## config.mk

```make
export PLATFORM = sky130hd
export DESIGN_NAME = lagged_fibonacci_keystream_adder_top_flat
export DESIGN_NICKNAME = d
export VERILOG_FILES = /design/src/rtl/lfka_pkg.sv /design/src/rtl/lfka_in_if.sv /design/src/rtl/lfka_out_if.sv /design/src/rtl/lfka_cfg_if.sv /design/src/rtl/lfka_table.sv /design/src/rtl/lfka_pm_unit.sv /design/src/rtl/lagged_fibonacci_keystream_adder_top.sv /design/src/flat_wrapper.sv
export SDC_FILE = /design/constraint.sdc
export NUM_CORES = 2
export LEC_CHECK = 0
export ABC_CLOCK_PERIOD_IN_PS = 23100
export BUFFER_PORTS_ARGS = -buffer_cell sky130_fd_sc_hd__buf_2
export CORE_MARGIN = 1
export CORE_UTILIZATION = 67
export DETAILED_ROUTE_END_ITERATION = 6
export PLACE_DENSITY = 0.84
export RECOVER_POWER = 25
export SYNTH_ARGS = -nofsm -noshare
export SYNTH_HDL_FRONTEND = slang
export SYNTH_SLANG_ARGS = --single-unit
export TNS_END_PERCENT = 10
```

## constraint.sdc

```tcl
create_clock -name clk -period 23.1 [get_ports clk]
set_clock_uncertainty 0.05 [all_clocks]
set_input_delay 2.31 -clock clk [delete_from_list [all_inputs] [get_ports clk]]
set_output_delay 2.31 -clock clk [all_outputs]
set_load 0.05 [all_outputs]
```

## src/rtl/lfka_pkg.sv

```systemverilog
package lfka_pkg;

    localparam int TABLE_WORDS  = 32;
    localparam int IDX_W        = $clog2(TABLE_WORDS);
    localparam int IDX_P1       = IDX_W + 1;
    localparam int WORD_W       = 32;
    localparam int WARMUP_STEPS = 310;
    localparam int WARM_W       = $clog2(WARMUP_STEPS + 2);

    // park-miller minimal standard constants
    localparam int QUOT_W = 15;
    localparam int MUL_W  = 32;
    localparam logic [WORD_W-1:0] PM_Q     = 32'd127773;
    localparam logic [QUOT_W-1:0] PM_A     = 15'd16807;
    localparam logic [QUOT_W-1:0] PM_R     = 15'd2836;

    // reciprocal of PM_Q scaled by 2^RCP_SH, the estimate is low by at most one
    localparam int RCP_SH = 40;
    localparam int RCP_W  = 24;
    localparam int PROD_W = WORD_W + RCP_W;
    localparam logic [RCP_W-1:0] PM_RCP = RCP_W'((64'd1 << RCP_SH) / 64'd127773);

    localparam int LAG_SHORT = 3;
    localparam int SEED_LAST = TABLE_WORDS - 2;

    typedef logic [WORD_W-1:0] word_t;
    typedef logic [IDX_W-1:0]  idx_t;

    typedef struct packed {
        logic  en;
        idx_t  addr;
        word_t data;
    } tbl_wr_t;

endpackage

```

## src/rtl/lfka_in_if.sv

```systemverilog
interface lfka_in_if;
    logic       valid;
    logic       ready;
    logic       action;
    logic [7:0] data_byte;

    modport source (output valid, action, data_byte, input ready);
    modport sink (input valid, action, data_byte, output ready);
endinterface

```

## src/rtl/lfka_out_if.sv

```systemverilog
interface lfka_out_if;
    logic       valid;
    logic       ready;
    logic [7:0] coded_byte;

    modport source (output valid, coded_byte, input ready);
    modport sink (input valid, coded_byte, output ready);
endinterface

```

## src/rtl/lfka_cfg_if.sv

```systemverilog
interface lfka_cfg_if;
    logic               valid;
    logic               ready;
    logic signed [31:0] seed;

    modport source (output valid, seed, input ready);
    modport sink (input valid, seed, output ready);
endinterface

```

## src/rtl/lfka_table.sv

```systemverilog
module lfka_table (
    input  logic             clk,
    input  logic             rst_n,
    input  lfka_pkg::tbl_wr_t wr,
    input  lfka_pkg::idx_t   rd_addr_a,
    input  lfka_pkg::idx_t   rd_addr_b,
    output lfka_pkg::word_t  rd_data_a,
    output lfka_pkg::word_t  rd_data_b
);

    lfka_pkg::word_t mem [lfka_pkg::TABLE_WORDS];
    lfka_pkg::word_t a_reg;
    lfka_pkg::word_t b_reg;
    logic [lfka_pkg::TABLE_WORDS-1:0] valid_reg;
    logic va_reg;
    logic vb_reg;

    always_ff @(posedge clk)
    begin
        if (wr.en)
        begin
            mem[wr.addr] <= wr.data;
        end
        a_reg <= mem[rd_addr_a];
        b_reg <= mem[rd_addr_b];
    end

    // entries never written read as zero
    always_ff @(posedge clk or negedge rst_n)
    begin
        if (!rst_n)
        begin
            valid_reg <= '0;
            va_reg    <= 1'b0;
            vb_reg    <= 1'b0;
        end
        else
        begin
            if (wr.en)
            begin
                valid_reg[wr.addr] <= 1'b1;
            end
            va_reg <= valid_reg[rd_addr_a];
            vb_reg <= valid_reg[rd_addr_b];
        end
    end

    assign rd_data_a = va_reg ? a_reg : '0;
    assign rd_data_b = vb_reg ? b_reg : '0;

endmodule

```

## src/rtl/lfka_pm_unit.sv

```systemverilog
module lfka_pm_unit (
    input  logic            clk,
    input  logic            rst_n,
    input  logic            start,
    input  lfka_pkg::word_t x,
    output logic            done,
    output lfka_pkg::word_t y
);

    typedef enum logic [3:0] {
        P_IDLE,
        P_RCP,
        P_QD,
        P_FIX,
        P_MUL1,
        P_MUL2,
        P_SUB,
        P_FIN,
        P_DONE
    } pm_state_t;

    pm_state_t                     state_reg;
    lfka_pkg::word_t               rem_reg;
    logic [lfka_pkg::QUOT_W-1:0]   quot_reg;
    logic                          neg_reg;
    logic [lfka_pkg::MUL_W-1:0]    p1_reg;
    logic [lfka_pkg::MUL_W-1:0]    p2_reg;
    logic signed [33:0]            t_reg;
    lfka_pkg::word_t               y_reg;

    lfka_pkg::word_t               x_mag;
    lfka_pkg::word_t               mul_a;
    logic [lfka_pkg::RCP_W-1:0]    mul_b;
    logic [lfka_pkg::PROD_W-1:0]   prod;
    logic signed [33:0]            t_fix;

    // truncating division works on the magnitude, sign applied afterwards
    assign x_mag = x[31] ? (~x + 32'd1) : x;

    // one multiplier shared by quotient estimate, back-multiply and both products
    assign mul_a = (state_reg == P_QD || state_reg == P_MUL2)
                 ? lfka_pkg::WORD_W'(quot_reg) : rem_reg;
    always_comb
    begin
        case (state_reg)
            P_RCP:   mul_b = lfka_pkg::PM_RCP;
            P_QD:    mul_b = lfka_pkg::RCP_W'(lfka_pkg::PM_Q);
            P_MUL1:  mul_b = lfka_pkg::RCP_W'(lfka_pkg::PM_A);
            default: mul_b = lfka_pkg::RCP_W'(lfka_pkg::PM_R);
        endcase
    end
    assign prod  = lfka_pkg::PROD_W'(mul_a) * lfka_pkg::PROD_W'(mul_b);

    assign t_fix = t_reg + 34'sh07fffffff;

    always_ff @(posedge clk or negedge rst_n)
    begin
        if (!rst_n)
        begin
            state_reg <= P_IDLE;
            rem_reg   <= '0;
            quot_reg  <= '0;
            neg_reg   <= 1'b0;
            p1_reg    <= '0;
            p2_reg    <= '0;
            t_reg     <= '0;
            y_reg     <= '0;
        end
        else
        begin
            case (state_reg)
                P_IDLE, P_DONE:
                begin
                    // a new start may follow the done cycle directly
                    if (start)
                    begin
                        rem_reg   <= x_mag;
                        quot_reg  <= '0;
                        neg_reg   <= x[31];
                        state_reg <= P_RCP;
                    end
                    else
                    begin
                        state_reg <= P_IDLE;
                    end
                end
                P_RCP:
                begin
                    quot_reg  <= prod[lfka_pkg::RCP_SH +: lfka_pkg::QUOT_W];
                    state_reg <= P_QD;
                end
                P_QD:
                begin
                    rem_reg   <= rem_reg - prod[lfka_pkg::WORD_W-1:0];
                    state_reg <= P_FIX;
                end
                P_FIX:
                begin
                    // estimate may be one short
                    if (rem_reg >= lfka_pkg::PM_Q)
                    begin
                        rem_reg  <= rem_reg - lfka_pkg::PM_Q;
                        quot_reg <= quot_reg + 1'b1;
                    end
                    state_reg <= P_MUL1;
                end
                P_MUL1:
                begin
                    p1_reg    <= prod[lfka_pkg::MUL_W-1:0];
                    state_reg <= P_MUL2;
                end
                P_MUL2:
                begin
                    p2_reg    <= prod[lfka_pkg::MUL_W-1:0];
                    state_reg <= P_SUB;
                end
                P_SUB:
                begin
                    if (neg_reg)
                    begin
                        t_reg <= $signed({2'b00, p2_reg}) - $signed({2'b00, p1_reg});
                    end
                    else
                    begin
                        t_reg <= $signed({2'b00, p1_reg}) - $signed({2'b00, p2_reg});
                    end
                    state_reg <= P_FIN;
                end
                P_FIN:
                begin
                    y_reg     <= (t_reg <= 34'sd0) ? t_fix[31:0] : t_reg[31:0];
                    state_reg <= P_DONE;
                end
                default:
                begin
                    state_reg <= P_IDLE;
                end
            endcase
        end
    end

    assign done = (state_reg == P_DONE);
    assign y    = y_reg;

endmodule

```

## src/rtl/lagged_fibonacci_keystream_adder_top.sv

```systemverilog
// byte coder built on an additive lagged-fibonacci generator (lags 31 and 3) over a
// 32-word table. an input beat with action 1 codes data_byte: one generator step
// adds word[rear] into word[front], bits 31..1 of the new word taken mod 255 are
// added to the byte, and one coded_byte beat comes out once the input beat has
// passed accept, table read, table write and the output register, the last of which
// waits while the previous output beat is not yet taken; din.ready is low until
// the result is loaded, so no new byte is taken before then. an input beat with
// action 0 reseeds from the seed register and gives no output beat: word 0 takes
// the seed, words 1..30 come from a park-miller unit that divides by reciprocal
// multiply on one shared multiplier, then WARMUP_STEPS generator steps run, each
// a read state and a write state through the table's registered read port.
// the seed register may be written at any time the block is idle; it is
// picked up at the next reseed. before any reseed the table reads as zero.
module lagged_fibonacci_keystream_adder_top (
    input logic        clk,
    input logic        rst_n,
    lfka_in_if.sink    din,
    lfka_out_if.source dout,
    lfka_cfg_if.sink   cfg
);

    typedef enum logic [2:0] {
        S_IDLE,
        S_SEED,
        S_WARM_RD,
        S_WARM_WR,
        S_BYTE_RD,
        S_BYTE_WR,
        S_OUT
    } state_t;

    state_t                     state_reg;
    state_t                     state_next;
    lfka_pkg::idx_t             front_reg;
    lfka_pkg::idx_t             front_next;
    lfka_pkg::idx_t             rear_reg;
    lfka_pkg::idx_t             rear_next;
    lfka_pkg::idx_t             seed_idx_reg;
    lfka_pkg::idx_t             seed_idx_next;
    logic [lfka_pkg::WARM_W-1:0] warm_cnt_reg;
    logic [lfka_pkg::WARM_W-1:0] warm_cnt_next;
    logic [7:0]                 data_reg;
    logic [7:0]                 data_next;
    logic [30:0]                key_src_reg;
    logic [30:0]                key_src_next;
    logic                       out_valid_reg;
    logic                       out_valid_next;
    logic [7:0]                 coded_reg;
    logic [7:0]                 coded_next;
    lfka_pkg::word_t            seed_reg;

    lfka_pkg::tbl_wr_t          tbl_wr;
    lfka_pkg::word_t            rd_front;
    lfka_pkg::word_t            rd_rear;
    lfka_pkg::word_t            step_sum;
    lfka_pkg::idx_t             front_adv;
    lfka_pkg::idx_t             rear_adv;
    logic [lfka_pkg::IDX_P1-1:0] front_inc;
    logic [lfka_pkg::IDX_P1-1:0] rear_inc;
    logic                       pm_start;
    logic                       pm_done;
    lfka_pkg::word_t            pm_x;
    lfka_pkg::word_t            pm_y;
    logic [9:0]                 fold1;
    logic [8:0]                 fold2;
    logic [8:0]                 key_mod;

    // lag table: both reads addressed by the current indices, data in the following cycle
    lfka_table u_table (
        .clk       (clk),
        .rst_n     (rst_n),
        .wr        (tbl_wr),
        .rd_addr_a (front_reg),
        .rd_addr_b (rear_reg),
        .rd_data_a (rd_front),
        .rd_data_b (rd_rear)
    );

    // park-miller step, fed from the seed first and then from its own result
    lfka_pm_unit u_pm (
        .clk   (clk),
        .rst_n (rst_n),
        .start (pm_start),
        .x     (pm_x),
        .done  (pm_done),
        .y     (pm_y)
    );

    assign pm_x     = (state_reg == S_IDLE) ? seed_reg : pm_y;
    assign step_sum = rd_front + rd_rear;

    // index advance: front wraps to 1 and drags rear along, rear alone wraps to 1
    assign front_inc = lfka_pkg::IDX_P1'(front_reg) + 1'b1;
    assign rear_inc  = lfka_pkg::IDX_P1'(rear_reg) + 1'b1;
    always_comb
    begin
        if (front_inc == lfka_pkg::IDX_P1'(lfka_pkg::TABLE_WORDS))
        begin
            front_adv = lfka_pkg::IDX_W'(1);
            rear_adv  = rear_inc[lfka_pkg::IDX_W-1:0];
        end
        else
        begin
            front_adv = front_inc[lfka_pkg::IDX_W-1:0];
            rear_adv  = (rear_inc == lfka_pkg::IDX_P1'(lfka_pkg::TABLE_WORDS))
                        ? lfka_pkg::IDX_W'(1) : rear_inc[lfka_pkg::IDX_W-1:0];
        end
    end

    // keystream mod 255: byte digits summed twice since 256 is 1 mod 255
    assign fold1   = 10'(key_src_reg[7:0]) + 10'(key_src_reg[15:8])
                   + 10'(key_src_reg[23:16]) + 10'(key_src_reg[30:24]);
    assign fold2   = 9'(fold1[7:0]) + 9'(fold1[9:8]);
    assign key_mod = (fold2 >= 9'd255) ? (fold2 - 9'd255) : fold2;

    // sequencer
    always_comb
    begin
        state_next     = state_reg;
        front_next     = front_reg;
        rear_next      = rear_reg;
        seed_idx_next  = seed_idx_reg;
        warm_cnt_next  = warm_cnt_reg;
        data_next      = data_reg;
        key_src_next   = key_src_reg;
        out_valid_next = out_valid_reg;
        coded_next     = coded_reg;
        tbl_wr.en      = 1'b0;
        tbl_wr.addr    = front_reg;
        tbl_wr.data    = step_sum;
        pm_start       = 1'b0;

        if (out_valid_reg && dout.ready)
        begin
            out_valid_next = 1'b0;
        end

        case (state_reg)
            S_IDLE:
            begin
                if (din.valid)
                begin
                    if (din.action)
                    begin
                        data_next  = din.data_byte;
                        state_next = S_BYTE_RD;
                    end
                    else
                    begin
                        // word 0 takes the seed, the pm unit starts on it right away
                        tbl_wr.en     = 1'b1;
                        tbl_wr.addr   = '0;
                        tbl_wr.data   = seed_reg;
                        pm_start      = 1'b1;
                        seed_idx_next = lfka_pkg::IDX_W'(1);
                        state_next    = S_SEED;
                    end
                end
            end
            S_SEED:
            begin
                if (pm_done)
                begin
                    tbl_wr.en   = 1'b1;
                    tbl_wr.addr = seed_idx_reg;
                    tbl_wr.data = pm_y;
                    if (seed_idx_reg == lfka_pkg::IDX_W'(lfka_pkg::SEED_LAST))
                    begin
                        // word 31 keeps its old value
                        front_next    = lfka_pkg::IDX_W'(lfka_pkg::LAG_SHORT);
                        rear_next     = '0;
                        warm_cnt_next = lfka_pkg::WARM_W'(lfka_pkg::WARMUP_STEPS);
                        state_next    = (lfka_pkg::WARMUP_STEPS == 0) ? S_IDLE : S_WARM_RD;
                    end
                    else
                    begin
                        seed_idx_next = seed_idx_reg + 1'b1;
                        pm_start      = 1'b1;
                    end
                end
            end
            S_WARM_RD:
            begin
                state_next = S_WARM_WR;
            end
            S_WARM_WR:
            begin
                tbl_wr.en     = 1'b1;
                front_next    = front_adv;
                rear_next     = rear_adv;
                warm_cnt_next = warm_cnt_reg - 1'b1;
                state_next    = (warm_cnt_reg == lfka_pkg::WARM_W'(1)) ? S_IDLE : S_WARM_RD;
            end
            S_BYTE_RD:
            begin
                state_next = S_BYTE_WR;
            end
            S_BYTE_WR:
            begin
                tbl_wr.en    = 1'b1;
                front_next   = front_adv;
                rear_next    = rear_adv;
                key_src_next = step_sum[31:1];
                state_next   = S_OUT;
            end
            S_OUT:
            begin
                // hold here while the previous beat is still waiting downstream
                if (!out_valid_reg || dout.ready)
                begin
                    out_valid_next = 1'b1;
                    coded_next     = data_reg + key_mod[7:0];
                    state_next     = S_IDLE;
                end
            end
            default:
            begin
                state_next = S_IDLE;
            end
        endcase
    end

    always_ff @(posedge clk or negedge rst_n)
    begin
        if (!rst_n)
        begin
            state_reg     <= S_IDLE;
            front_reg     <= lfka_pkg::IDX_W'(4);
            rear_reg      <= lfka_pkg::IDX_W'(1);
            seed_idx_reg  <= '0;
            warm_cnt_reg  <= '0;
            data_reg      <= '0;
            key_src_reg   <= '0;
            out_valid_reg <= 1'b0;
            coded_reg     <= '0;
            seed_reg      <= '0;
        end
        else
        begin
            state_reg     <= state_next;
            front_reg     <= front_next;
            rear_reg      <= rear_next;
            seed_idx_reg  <= seed_idx_next;
            warm_cnt_reg  <= warm_cnt_next;
            data_reg      <= data_next;
            key_src_reg   <= key_src_next;
            out_valid_reg <= out_valid_next;
            coded_reg     <= coded_next;
            if (cfg.valid)
            begin
                seed_reg <= cfg.seed;
            end
        end
    end

    assign din.ready       = (state_reg == S_IDLE);
    assign cfg.ready       = 1'b1;
    assign dout.valid      = out_valid_reg;
    assign dout.coded_byte = coded_reg;

    // every input beat takes the sequencer out of idle
    a_accept_busy: assert property (@(posedge clk) disable iff (!rst_n)
        din.valid && din.ready |=> state_reg != S_IDLE)
        else $error("input beat accepted without leaving idle");

    // front never lands on word 0 after reset, reseed or advance
    a_front_nonzero: assert property (@(posedge clk) disable iff (!rst_n)
        front_reg != '0)
        else $error("front index reached word 0");

    // park-miller results only arrive while seeding
    a_pm_done_seed: assert property (@(posedge clk) disable iff (!rst_n)
        pm_done |-> state_reg == S_SEED)
        else $error("park-miller result outside seeding");

    // an output beat appears only from the output state
    a_out_from_step: assert property (@(posedge clk) disable iff (!rst_n)
        $rose(out_valid_reg) |-> $past(state_reg == S_OUT))
        else $error("output beat without a coded byte step");

    // table is untouched while idle with no beat taken
    a_no_write_idle: assert property (@(posedge clk) disable iff (!rst_n)
        state_reg == S_IDLE && !din.valid |-> !tbl_wr.en)
        else $error("table write while idle");

endmodule

```

## src/flat_wrapper.sv

```systemverilog
// flat-port wrapper written by rule: the top's interface ports become plain ports
module lagged_fibonacci_keystream_adder_top_flat 
  (clk, rst_n, din_valid, din_action, din_data_byte, din_ready, dout_valid, dout_coded_byte, dout_ready, cfg_valid, cfg_seed, cfg_ready);
  lfka_in_if din_i ();
  lfka_out_if dout_i ();
  lfka_cfg_if cfg_i ();
  input logic clk;
  input logic rst_n;
  input wire logic [$bits(din_i.valid)-1:0] din_valid;
  input wire logic [$bits(din_i.action)-1:0] din_action;
  input wire logic [$bits(din_i.data_byte)-1:0] din_data_byte;
  output wire logic [$bits(din_i.ready)-1:0] din_ready;
  output wire logic [$bits(dout_i.valid)-1:0] dout_valid;
  output wire logic [$bits(dout_i.coded_byte)-1:0] dout_coded_byte;
  input wire logic [$bits(dout_i.ready)-1:0] dout_ready;
  input wire logic [$bits(cfg_i.valid)-1:0] cfg_valid;
  input wire logic [$bits(cfg_i.seed)-1:0] cfg_seed;
  output wire logic [$bits(cfg_i.ready)-1:0] cfg_ready;
  assign din_i.valid = din_valid;
  assign din_i.action = din_action;
  assign din_i.data_byte = din_data_byte;
  assign din_ready = din_i.ready;
  assign dout_valid = dout_i.valid;
  assign dout_coded_byte = dout_i.coded_byte;
  assign dout_i.ready = dout_ready;
  assign cfg_i.valid = cfg_valid;
  assign cfg_i.seed = cfg_seed;
  assign cfg_ready = cfg_i.ready;
  lagged_fibonacci_keystream_adder_top u_core (.clk(clk), .rst_n(rst_n), .din(din_i), .dout(dout_i), .cfg(cfg_i));
endmodule
```

After elaboration in Yosys (flattened, before gate mapping)
Memory sizes are Yosys's and may differ from the RTL's. A register that Yosys moved wholly into a read port is not among the register bits.
Cells that the tools add are included.
{ "op_classes": {"mux": 62, "n_lt_le_gt_ge": 7, "n_eq_ne": 26, "reduce_logical": 23, "mul": 1, "div": 0, "n_bitwise": 2, "n_addsub": 18, "shift": 0} }
{ "op_table": {"columns": ["operator", "count"], "rows": [
  ["32-bit two-way mux", 8],
  ["38-bit two-way mux", 3],
  ["32-bit case mux with 3 select lines", 1],
  ["37-bit case mux with 2 select lines", 1],
  ["24-bit case mux with 3 select lines", 1],
  ["32-bit by 32-bit subtractor with 33-bit output", 2],
  ["32-bit by 24-bit multiplier with 55-bit output", 1],
  ["5-bit two-way mux", 11],
  ["15-bit case mux with 3 select lines", 1],
  ["34-bit by 1-bit <= comparator with 1-bit output (second input constant)", 1],
  ["34-bit two-way mux", 1],
  ["32-bit by 1-bit adder with 32-bit output (second input constant)", 1],
  ["32-bit adder", 1],
  ["32-bit adder (second input constant)", 1],
  ["32-bit by 17-bit >= comparator with 1-bit output (second input constant)", 1],
  ["32-bit inverter", 1],
  ["32-bit OR", 1],
  ["4-bit case mux with 8 select lines", 1],
  ["32-bit by 17-bit subtractor with 32-bit output (second input constant)", 1],
  ["32-bit subtractor", 1],
  ["15-bit two-way mux", 2],
  ["5-bit case mux with 2 select lines", 3],
  ["3-bit case mux with 7 select lines", 1],
  ["5-bit by 6-bit less-than comparator with 1-bit output (second input constant)", 3],
  ["other kinds (46)", 90]
]} }
{ "totals": {"out_inout_bits": 11, "mem_count": 1, "input_bits": 46, "ff_bits": 323, "mem_bits_ro": 0, "latch_bits": 0, "wordCells": 161, "mem_bits_rw": 1024} }
{ "memory_table": {"columns": ["memory", "words", "width", "rd", "rd_clocked_by_memory_dff", "write_ports", "line_no", "source"], "rows": [
  ["u_core.u_table.mem", 32, 32, 2, 2, 1, "lfka_table.sv:11", "lfka_pkg::word_t mem [lfka_pkg::TABLE_WORDS];"]
]} }

Depth between registers and ports, before layout
{ "depth": {"ltp_word": 10, "mapped_depth": 49, "ltp_nobuf": 46} }

Hierarchy
From an unflattened synthesis, not the netlist that was laid out.
{ "unflattened": {"cells_unflattened": 8284, "area_unflattened_um2": 92433.7} }
{ "modules_own_cells": {"columns": ["mod", "instances", "seq_area_each_um2", "cells_each", "area_per_inst_um2"], "rows": [
  ["lfka_table", 1, 32881.5, 3664, 52173.8],
  ["lfka_pm_unit", 1, 4529.3, 3706, 31933.1],
  ["lagged_fibonacci_keystream_adder_top", 1, 2680.1, 914, 8326.7]
]} }

Worst setup path before layout
Ideal clock, no wire load.
{ "synth_path": {"path_kind": "reg-to-reg", "start": "reg u_core.u_pm.state_reg[2]", "end": "reg u_core.u_pm.rem_reg[31]", "required_ps": 22921, "setup_ps": 129, "arrival_ps": 10328, "path_buffers": 3, "slack_ps": 12593, "synth_period_minus_slack_ps": 10507, "path_stages_with_launch": 48, "cell_sequence": "dfrtp_1 clkbuf_1 nor2_1 nand2_1 nor2_1 a21oi_1 clkbuf_1 buf_1 nand2_1 nand2_1 nand2_1 nand2_1 nor2_1 fa_1 inv_1 fa_1 inv_1 fa_1 [... 12 more ...] a211oi_1 o21ai_0 a21oi_1 xor2_1 ha_1 a211oi_1 nand3_1 a31oi_1 o22ai_1 o221ai_1 nand4b_1 maj3_1 o221ai_1 nand2_1 and4_1 a2111oi_0 o21bai_1 o2bb2ai_1"} }
{ "synth_via": {"elab_chain_cells": 6, "elab_cells_between_ends": 20, "classes_between": "add/sub: 1; mul: 1; eq/ne: 8; mux: 5; reduce/logical: 5"} }
{ "synth_rtl": {"columns": ["element", "line_no", "source"], "rows": [
  ["start, declared", "lfka_pm_unit.sv:22", "pm_state_t state_reg;"],
  ["start signal, assigned", "lfka_pm_unit.sv:60", "state_reg <= P_IDLE;"],
  ["start signal, assigned", "lfka_pm_unit.sv:80", "state_reg <= P_RCP;"],
  ["start signal, assigned", "lfka_pm_unit.sv:84", "state_reg <= P_IDLE;"],
  ["4-bit by 2-bit equality test with 1-bit output or 4-bit by 3-bit equality test with 1-bit output (tied branches)", "lfka_pm_unit.sv:41, lfka_pm_unit.sv:45, lfka_pm_unit.sv:71", null],
  ["1-bit logical OR", "lfka_pm_unit.sv:41", "assign mul_a = (state_reg == P_QD || state_reg == P_MUL2)"],
  ["32-bit two-way mux", "lfka_pm_unit.sv:42", "? lfka_pkg::WORD_W'(quot_reg) : rem_reg;"],
  ["32-bit by 24-bit multiplier with 55-bit output", "lfka_pm_unit.sv:52", "assign prod = lfka_pkg::PROD_W'(mul_a) * lfka_pkg::PROD_W'(mul_b);"],
  ["32-bit subtractor", "lfka_pm_unit.sv:94", "rem_reg <= rem_reg - prod[lfka_pkg::WORD_W-1:0];"],
  ["32-bit case mux with 3 select lines", "lfka_pm_unit.sv:71", "case (state_reg)"],
  ["end signal, assigned", "lfka_pm_unit.sv:77", "rem_reg <= x_mag;"],
  ["end signal, assigned", "lfka_pm_unit.sv:94", null],
  ["end signal, assigned", "lfka_pm_unit.sv:102", "rem_reg <= rem_reg - lfka_pkg::PM_Q;"],
  ["end, declared", "lfka_pm_unit.sv:23", "lfka_pkg::word_t rem_reg;"]
]} }
Several ways; a longest one is shown, not always the timed one.
A chain may end at the register's enable or synchronous reset.

==> flow_summary.ini <==
[outcome]
status = finished with violations
violations = design-rule violations, max-capacitance violations, max-slew violations

[logic_synthesis]
synth_cells = 7284
netlist_area_mm2 = 0.09057
synthFlopType = edfxtp_1
synth_enable_flop_cells = 1024
synthArstFlopShare_pct = 22.84
avgSynthCellArea_um2 = 12.43
ys_types = 90
ys_ff_latch = 1410
yosysWarnings = 0
ys_seq_area_share_pct = 44.27

[floorplan]
ios = 57
core_mm2 = 0.1338
start_util_pct = 67.69
die_w_um = 369.7
dieHeight_um = 369.7
rows = 134
fp.dieArea_mm2 = 0.1366

[final_layout]
drive_gt1_share_pct = 14.72
largest_register_ffs = 1024
nets = 8183
area_growth_pct = 7.709
layout.cells.non_filler = 9136

[worst_setup_path]
cp_max_fo = 137
worstPathRequired_ps = 21130
endpoint_kind = asynchronous set/reset pin
crit_family = buffers and inverters
cp-start-kind = input port
crit_arrival_ps = 12180
cp_num_buf_inv = 2
max_stage_delay_ps = 5290
rr_worst_depth = 35
worst-path-stages = 2
cp_cell_sequence = clkbuf_1 > clkbuf_1
path_class = input port to asynchronous set/reset pin
cp_slowest_cell = clkbuf_1
critical_path.most_common_cell = clkbuf_1

[clocking]
clock_sinks = 1410
numCtsBuffers = 141
clkSlewWorstSetupHoldPaths_ps = 60
cts_setup_buffers = 0
cts_htree_levels = 4
cts_buffer_depth = 3
cts_resized = 0
insertion_delay_ps = 800
cts_tree = yes
cts-root-buf = clkbuf_16
ctsHoldBuffers = 0

[global_routing]
gr-total-overflow = 0
grt_pass1_wl_um = 422500
antenna_found_initial = 10
track_usage_pct = 42.40
grt_max_degree = 138
grt_pass1_vias = 66427

[sta]
tightest_slew_ps = 7579
fmax_mhz = 70.65
setup_viol = 0
rsz0062_at_grt = false
relSlewSlack_pct = -405.3
finalHoldViolCount = 0
drv_slew = 1195
period_needed_ps = 14150
period_share_pct = 61.28
setup_tns_ps = 0

[placed_design]
dp_hpwl_um = 183800
numPlacedInstances = 8873
gp_congestion = 1.026
numPortBuffers = 55

[routing]
via_count = 65773
wire_per_inst_um = 31.32
drtAntennaViolNets = 0
drt_wl_total_um = 286100
first_iter_violations = 10032
via_per_inst = 7.199
route.detailed.drc = 31
drtPass1Iterations = 7

[run]
maxCapViolations = 24

[min_path]
min_path_cells = 2
hp-class = register to register
## synth_stat cells (64+ instances only)
cell type | n | area share, %
a21o_1 | 83 | 0.69
a21oi_1 | 340 | 1.9
and2_1 | 102 | 0.70
buf_1 | 79 | 0.33
clkbuf_1 | 306 | 1.3
dfrtp_1 | 320 | 8.8
dfxtp_1 | 64 | 1.4
edfxtp_1 | 1024 | 34
fa_1 | 483 | 11
ha_1 | 406 | 5.6
inv_1 | 722 | 3.0
mux2_2 | 144 | 1.8
mux2i_1 | 255 | 2.8
mux4_2 | 462 | 11
nand2_1 | 585 | 2.4
nor2_1 | 312 | 1.3
nor3_1 | 72 | 0.40
o21ai_0 | 445 | 2.5
o221ai_1 | 109 | 1.1
xnor2_1 | 146 | 1.4
xor2_1 | 78 | 0.75
## metrics by stage
step           area [um2]  utilization [%]  setup WS [ps]  hold WS [ps]
2_1_floorplan       90750                -          12590         399.8
3_5_place_dp        93040            69.54          10350         420.8
3_3_place_gp        93040            69.54          10480         414.9
6_report            97550            72.91           8945         430.4
4_1_cts             97730            73.04          10220         434.0
5_1_grt             97540            72.90           6477         449.9
## worst paths after layout
check                                                         from                                   to  slack (ps)
worst max-delay path                                         rst_n       u_core.rear_reg[2]$_DFFE_PN0P_        8950
worst min-delay path            u_core.key_src_reg[21]$_DFFE_PN0P_   u_core.key_src_reg[21]$_DFFE_PN0P_         430
worst max register to register  u_core.u_pm.state_reg[3]$_DFF_PN0_  u_core.u_pm.rem_reg[31]$_DFFE_PN0P_        9560
worst min register to register  u_core.key_src_reg[21]$_DFFE_PN0P_   u_core.key_src_reg[21]$_DFFE_PN0P_         430
max in group clk                u_core.u_pm.state_reg[3]$_DFF_PN0_  u_core.u_pm.rem_reg[31]$_DFFE_PN0P_        9560
min in group asynchronous                                    rst_n   u_core.u_pm.p2_reg[11]$_DFFE_PN0P_        3810
## cells by family (layout without fill, tap and decap cells)
logic type | Yosys count | in the layout | share of synthesized area [%]
AO/OA/AOI/OAI | 1330 | 1330 | 8.954
flip-flops | 1410 | 1410 | 44.27
buffers and inverters | 1114 | 1143 | 4.627
adder cells (fa/ha/maj) | 894 | 894 | 16.34
multiplexers | 861 | 861 | 16.10
other | 2 | 57 | 0.008292
AND/OR/NAND/NOR | 1449 | 1449 | 7.540
XOR/XNOR | 224 | 224 | 2.166
## cell usage in the layout (no fill, tap or decap), types with 65 or more instances in the layout
master,count
a21o_1,83
a21oi_1,339
and2_1,96
buf_4,86
clkbuf_1,67
clkbuf_16,143
dfrtp_1,313
edfxtp_1,1024
fa_1,483
ha_1,406
inv_1,722
mux2_2,143
mux2i_1,255
mux4_2,462
nand2_1,584
nor2_1,282
nor3_1,65
o21ai_0,423
o221ai_1,109
xnor2_1,146
xor2_1,78
## final cells by class
class                      count  area, um2
tap                         1768       2212
antenna                        5      12.51
fill                        8377      36240
sequential                  1410      40120
clock buffer                 190       3855
multi-input combinational   4810      46810
timing repair buffer         159      988.4
clock inverter                68      830.8
inverter                     726       2725
## routing by layer
metal	share of wire, %	wire, um	global-route usage [%]	up-vias
met5	0.0059	17	0.03561	-
met4	8.4	23970	28.67	4
li1	-	-	-	26411
met2	45	128600	64.19	5612
met3	14	38680	11.81	1407
met1	33	94910	53.61	32339
Power is not shown: default switching activity piles up to over one toggle a cycle in this logic, so the estimate is an artifact.
